<file path="config.mk">
export PLATFORM = sky130hd
export DESIGN_NAME = sg3_ctrl
export DESIGN_NICKNAME = d
export VERILOG_FILES = /design/src/rtl/sg3_pkg.sv /design/src/rtl/sg3_ctrl.sv
export SDC_FILE = /design/constraint.sdc
export NUM_CORES = 1
export LEC_CHECK = 0
export ABC_AREA = 1
export BUFFER_PORTS_ARGS = -buffer_cell sky130_fd_sc_hd__buf_2
export CORE_AREA = 2 2 39 41
export DETAILED_ROUTE_END_ITERATION = 16
export DIE_AREA = 0 0 41 43
export PLACE_DENSITY = 0.63
export SLEW_MARGIN = 5
export SYNTH_ARGS = -nofsm -noshare
export SYNTH_HDL_FRONTEND = slang
export SYNTH_SLANG_ARGS = --single-unit
</file>
<file path="constraint.sdc">
create_clock -name clock -period 1.7 [get_ports clock]
set_clock_uncertainty 0.2 [all_clocks]
set_input_delay 0.255 -clock clock [delete_from_list [all_inputs] [get_ports clock]]
set_output_delay 0.255 -clock clock [all_outputs]
set_load 0.05 [all_outputs]
</file>
<file path="src/rtl/sg3_pkg.sv">
// Shared constants, command/status structs and weight function for the
// 3x3x3 Sobel gradient block. No dependencies.
`default_nettype none
package sg3_pkg;

   localparam int MAX_WIDTH     = 256;
   localparam int MAX_HEIGHT    = 256;
   localparam int MAX_DEPTH     = 1024;
   localparam int FRACTION_BITS = 15;

   localparam int DIM_W    = 9;
   localparam int DEPTH_W  = 11;
   localparam int COL_W    = 8;
   localparam int ROW_W    = 8;
   localparam int PLANE_W  = 10;
   localparam int VOXEL_W  = 16;
   localparam int UNIT_W   = 16;
   localparam int IDX_W    = 2;

   localparam int HIST_LEN = 2 * MAX_WIDTH * MAX_HEIGHT + 2 * MAX_WIDTH + 3;
   localparam int HIST_AW  = $clog2(HIST_LEN);
   localparam int WH_W     = $clog2(MAX_WIDTH * MAX_HEIGHT + 1);
   localparam int ROFF_W   = $clog2(2 * MAX_WIDTH + 1);

   localparam int SUM_W    = 21;
   localparam int MAG_W    = SUM_W - 1;
   localparam int SQ_W     = 2 * MAG_W;
   localparam int TOT_W    = SQ_W + 2;
   localparam int QUOT_W   = 2 * FRACTION_BITS + 3;
   localparam int ROOT_W   = FRACTION_BITS + 2;
   localparam int CNT_W    = 5;

   typedef enum logic [IDX_W-1:0] {
      CSR_WIDTH  = 2'd0,
      CSR_HEIGHT = 2'd1,
      CSR_DEPTH  = 2'd2
   } csr_index_type;

   typedef struct packed {
      logic take;
      logic issue;
      logic square;
      logic total;
      logic div_init;
      logic div_step;
      logic sqrt_init;
      logic sqrt_step;
      logic unit_store;
      logic out_load;
   } sg3_cmd_type;

   typedef struct packed {
      logic interior;
      logic issue_last;
      logic grad_zero;
      logic div_done;
      logic sqrt_done;
      logic comp_last;
      logic out_free;
   } sg3_stat_type;

   // weight of a tap: difference on the first axis, 1-2-1 on the other two
   function automatic logic signed [3:0] axis_weight(input logic [1:0] d_diff,
                                                     input logic [1:0] d_a,
                                                     input logic [1:0] d_b);
      logic signed [3:0] wd;
      logic signed [3:0] wa;
      logic signed [3:0] wb;
      case (d_diff)
         2'd0:    wd = -4'sd1;
         2'd2:    wd = 4'sd1;
         default: wd = 4'sd0;
      endcase
      wa = (d_a == 2'd1) ? 4'sd2 : 4'sd1;
      wb = (d_b == 2'd1) ? 4'sd2 : 4'sd1;
      return 4'(wd * wa * wb);
   endfunction

endpackage
`default_nettype wire

</file>
<file path="src/rtl/sg3_ctrl.sv">
// Sequencer for the gradient block: read window, square, divide, root.
// Depends on sg3_pkg.
`default_nettype none
module sg3_ctrl (
   input  wire logic                  clock,
   input  wire logic                  reset,
   input  wire logic                  req_valid,
   output logic                       req_stall,
   input  wire sg3_pkg::sg3_stat_type stat,
   output sg3_pkg::sg3_cmd_type       cmd
);

   typedef enum logic [3:0] {
      S_IDLE, S_READ, S_TAIL, S_SQUARE, S_TOTAL, S_CHECK, S_DIV_INIT,
      S_DIV, S_SQRT_INIT, S_SQRT, S_STORE, S_RESULT
   } state_type;

   state_type state_ff, state_in;
   logic      req_stall_ff;

   always_comb begin
      cmd      = '0;
      state_in = state_ff;
      case (state_ff)
         S_IDLE: begin
            cmd.take = req_valid;
            if (req_valid && stat.interior) state_in = S_READ;
         end
         S_READ: begin
            cmd.issue = 1'b1;
            if (stat.issue_last) state_in = S_TAIL;
         end
         S_TAIL:   state_in = S_SQUARE;
         S_SQUARE: begin
            cmd.square = 1'b1;
            state_in   = S_TOTAL;
         end
         S_TOTAL: begin
            cmd.total = 1'b1;
            state_in  = S_CHECK;
         end
         S_CHECK:  state_in = stat.grad_zero ? S_RESULT : S_DIV_INIT;
         S_DIV_INIT: begin
            cmd.div_init = 1'b1;
            state_in     = S_DIV;
         end
         S_DIV: begin
            cmd.div_step = 1'b1;
            if (stat.div_done) state_in = S_SQRT_INIT;
         end
         S_SQRT_INIT: begin
            cmd.sqrt_init = 1'b1;
            state_in      = S_SQRT;
         end
         S_SQRT: begin
            cmd.sqrt_step = 1'b1;
            if (stat.sqrt_done) state_in = S_STORE;
         end
         S_STORE: begin
            cmd.unit_store = 1'b1;
            state_in       = stat.comp_last ? S_RESULT : S_DIV_INIT;
         end
         S_RESULT: begin
            cmd.out_load = stat.out_free;
            if (stat.out_free) state_in = S_IDLE;
         end
         default: state_in = S_IDLE;
      endcase
   end

   always_ff @(posedge clock) begin
      if (reset) begin
         state_ff     <= S_IDLE;
         req_stall_ff <= 1'b0;
      end else begin
         state_ff     <= state_in;
         req_stall_ff <= (state_in != S_IDLE);
      end
   end

   assign req_stall = req_stall_ff;

   a_load_free: assert property (@(posedge clock) disable iff (reset)
      cmd.out_load |-> stat.out_free)
      else $error("result loaded while output busy");

   a_zero_skip: assert property (@(posedge clock) disable iff (reset)
      (state_ff == S_CHECK && stat.grad_zero) |=> state_ff == S_RESULT)
      else $error("zero gradient went through normalization");

   a_interior_read: assert property (@(posedge clock) disable iff (reset)
      (state_ff == S_IDLE && cmd.take && stat.interior) |=> state_ff == S_READ)
      else $error("interior voxel did not start window read");

   a_stall_idle: assert property (@(posedge clock) disable iff (reset)
      (state_ff != S_IDLE) |-> req_stall)
      else $error("input open while busy");

endmodule
`default_nettype wire

</file>
After elaboration in Yosys (flattened, before gate mapping)
Cells that the tools add are included.
{"block": "totals", "ff_bits": 5, "inputBits": 10}
{"block": "op_classes", "eq_ne": 11, "muxes": 18, "reduce_logical": 3}
{"operator": "$pmux W4 S12", "n": 1}
{"operator": "$mux W4", "n": 7}
{"operator": "$eq A4 B3 Y1 const B", "n": 4}
{"operator": "$eq A4 B4 Y1 const B", "n": 4}
{"operator": "$mux W1", "n": 10}
{"operator": "$eq A4 B2 Y1 const B", "n": 2}
{"operator": "$eq A4 B1 Y1 const B", "n": 1}
{"operator": "$logic_not A4 Y1", "n": 1}
{"operator": "$reduce_bool A4 Y1", "n": 1}
{"operator": "$logic_and A1 B1 Y1", "n": 1}

Longest topological paths before layout
{"block": "depth", "depth_word": 4, "mapped_depth": 9}

Worst setup path before layout
Ideal clock, no wire load.
{"block": "synth_path", "kind": "flip-flop to flip-flop", "from": "register state_ff[0]", "to": "register req_stall_ff, in the netlist req_stall", "t_arrival_ps": 1599, "path_slack_ps": -162, "stages_incl_launch_ff": 7, "path_buffers": 0, "period_less_slack_ps": 1862, "path_cell_list": "dfxtp_1 nand2_1 nor2_1 nand2_1 nand3_1 o21ai_0 nand4_1"}
{"block": "synth_between", "elab_chain_len": 3}
{"item": "start, declared", "line_no": "sg3_ctrl.sv:18", "source": "state_type state_ff, state_in;"}
{"item": "start signal, assigned", "line_no": "sg3_ctrl.sv:76", "source": "state_ff <= state_in;"}
{"item": "$eq A4 B4 Y1 (tied with other cells)", "line_no": "sg3_ctrl.sv:24", "source": "case (state_ff)"}
{"item": "$pmux W4 S12 (*)", "line_no": "sg3_ctrl.sv:24"}
{"item": "$reduce_bool A4 Y1 (*)", "line_no": "sg3_ctrl.sv:77", "source": "req_stall_ff <= (state_in != S_IDLE);"}
{"item": "end signal, assigned", "line_no": "sg3_ctrl.sv:77"}
{"item": "end, declared", "line_no": "sg3_ctrl.sv:19", "source": "logic req_stall_ff;"}
Every way passes the cells marked *; elsewhere a longest branch is shown, timed or not.
A chain may end at the register's enable or synchronous reset.

==> impl_metrics.toml <==
[grt]
overflow = 0
antenna_found_initial = 0
grt_max_degree = 8
grt_pass1_vias = 425
grt_util_all_layers = 0.141
grt_first_pass_wirelength_mm = 1.68

[cts]
clock_path_buffers = 2
cts_root_buf = "clkbuf_4"
cts_num_sinks = 5
cts_hold_repair.buffers = 0
h-tree-depth = 1
numCtsBuffers = 3
clkSlewWorstSetupHoldPaths_ns = 0.04
cts_tree = "done"
clk-insertion-delay-late_ns = 0.24

[hold_path]
hp-start = "reset"
min_path_type = "input pin to register"
holdPathEnd = "state_ff[2]$_SDFF_PP0_"
hold_path_depth = 4

[worst_setup_path]
worst-path-buf-inv = 2
crit_slowest_cell = "dfxtp_4"
cp_cell_sequence = "inv_4 > nor2_4 > nand2_2 > nor2_2 > buf_6"
arrival_ns = 1.19
critical-path-max-stage-delay_ns = 0.39
worst-setup-path-type = "register to output pin"
cp.required_ns = 1.24
r2r_end = "req_stall$_SDFF_PP0_"
regToRegStartpoint = "state_ff[0]$_SDFF_PP0_"
crit_family = "flip-flops"
cp-end-kind = "output pin"
r2r_cells = 6
critical_path.startpoint_type = "register"
path_max_fanout = 7
r2r_slack_ns = 0.27

[timing]
fin_crit_ns = 1.64
fin_tns_setup_ns = 0
hold_viol = 0
finalCritPeriodShare = 0.967
max_freq_mhz = 608
setup_viol = 0
rsz0062_at_grt = "yes"
maxSlewHeadroom = 0.831
tightest_slew_ns = 0.252
slew_viol_final = 0

[finish]
nFillCells = 161
regArea_sq_um = 113
drive_gt1_frac = 0.372
num_antenna_cells = 0
multiInputGateArea_sq_um = 302
area_delta_synth_final_pct = 48.2
fin_nets = 124

[place]
globalplace.congestion = 0.800
place_hpwl_um = 915
io_buffers = 20

[floorplan]
die_w_um = 41
coreArea_sq_um = 1380
dieHeight_um = 43
num_rows = 14
initial_core_util = 0.332
num_io_pins = 21
die-area_sq_um = 1760

[power_and_ir_drop]
power_uw = 637
p_leak_uw = 0.000453
ir_worst_vdd_mv = 0.492
powerDensity_nw_per_um2 = 936

[synth]
synthDistinctLibCells = 13
ys_ff_latch = 5
synth_area_sq_um = 459
synthCells = 89
yosysSeqAreaShare = 0.218
syn-mean-instance-area_sq_um = 5.16
synthesis.nets = 99
synth_warnings = 0

[job]
maxCapViolCount = 0

[detailed_routing]
drt_wl_total_mm = 1.16
num_vias = 571
drc = 0
avgRoutedWirePerCell_um = 8.96
drtIter0Drc = 11
final_antenna_net_count = 0
viasPerCell = 4.43
dr.pass1.iters = 5

[outcome]
status = "finished clean"
metal layers:
metal  track usage  routed length [um]
met5             0                   0
met4        0.0600                   0
met3        0.0471                  95
met2         0.200                 533
met1         0.188                 527
synth_stat cells:
master,instances,share of area
nor2_1,14,0.11
nor2_4,2,0.049
a21oi_1,1,0.011
nand3_1,10,0.11
dfxtp_1,5,0.22
o21ai_0,1,0.011
nor2_2,2,0.027
nand3b_1,1,0.016
nand4_1,1,0.014
or2_0,1,0.014
nand2_1,29,0.24
inv_2,5,0.041
inv_1,17,0.14
worst min-delay path: cells and delay by family:
family,cells,cell delay (ns)
buffers and inverters,3,0.16
AND/OR/NAND/NOR,1,0.08
worst max path at each step:
| stage | slack (ns) | cells after the start | start | endpoint |
|---|---|---|---|---|
| after floorplan | -0.09 | 3 | state_ff[2]$_SDFF_PP0_ | cmd[9] |
| after global placement | 0.10 | 4 | state_ff[2]$_SDFF_PP0_ | cmd[9] |
| after detailed placement | 0.10 | 4 | state_ff[2]$_SDFF_PP0_ | cmd[9] |
| after CTS | -0.04 | 4 | state_ff[3]$_SDFF_PP0_ | cmd[9] |
| after global routing | -0.02 | 5 | state_ff[3]$_SDFF_PP0_ | cmd[0] |
| final | 0.06 | 5 | state_ff[3]$_SDFF_PP0_ | cmd[0] |
repair_timing:
action	4_1_cts	5_1_grt
setup endpoints to repair	9	8
gates resized for setup	9	18
buffers inserted	0	0
pin swaps	0	1
stage by stage:
stage                     setup WS [ns]  cells  instance area [sq um]  utilization  hold WS (ns)
after global placement            0.105    125                    587        0.424         0.356
after floorplan                 -0.0924     89                    467            -         0.251
after global routing            -0.0168    129                    681        0.492         0.136
after CTS                       -0.0388    129                    633        0.458         0.102
final                            0.0563    129                    681        0.492         0.107
after detailed placement          0.101    125                    587        0.424         0.359
sequential cells by signal, indices dropped and copies added, names as in the netlist:
name	flops
state_ff	4
req_stall	1
layout by cell type, fill, tap and decap left out, types with 3 or more instances in the layout:
cell type,n
nand2_1,28
inv_1,17
buf_2,12
nand3_1,10
nor2_1,9
nor2_2,5
nor2_4,4
inv_2,4
buf_6,4
buf_4,4
clkbuf_4,3
dfxtp_4,3
power by group:
group	total, uW	switching (uW)	internal, uW
Sequential	179	31.2	148
Combinational	325	227	97.3
Clock	133	44.5	88.5
Total	637	303	334
kinds of logic after synthesis:
family                 Yosys count  share of synthesized area
AOI/OAI and AO/OA                2                     0.0218
buffers and inverters           22                      0.180
DFF                              5                      0.218
and+or+nand+nor                 60                      0.580
final cells by class:
cell class,count,share of cell area
clock buffers,4,0.0386
inverters,22,0.125
multi-input cells,62,0.443
flip-flops and latches,5,0.165
well taps,16,0.0294
repair buffers,20,0.199
Note: power is estimated with default switching activity, not from simulation.
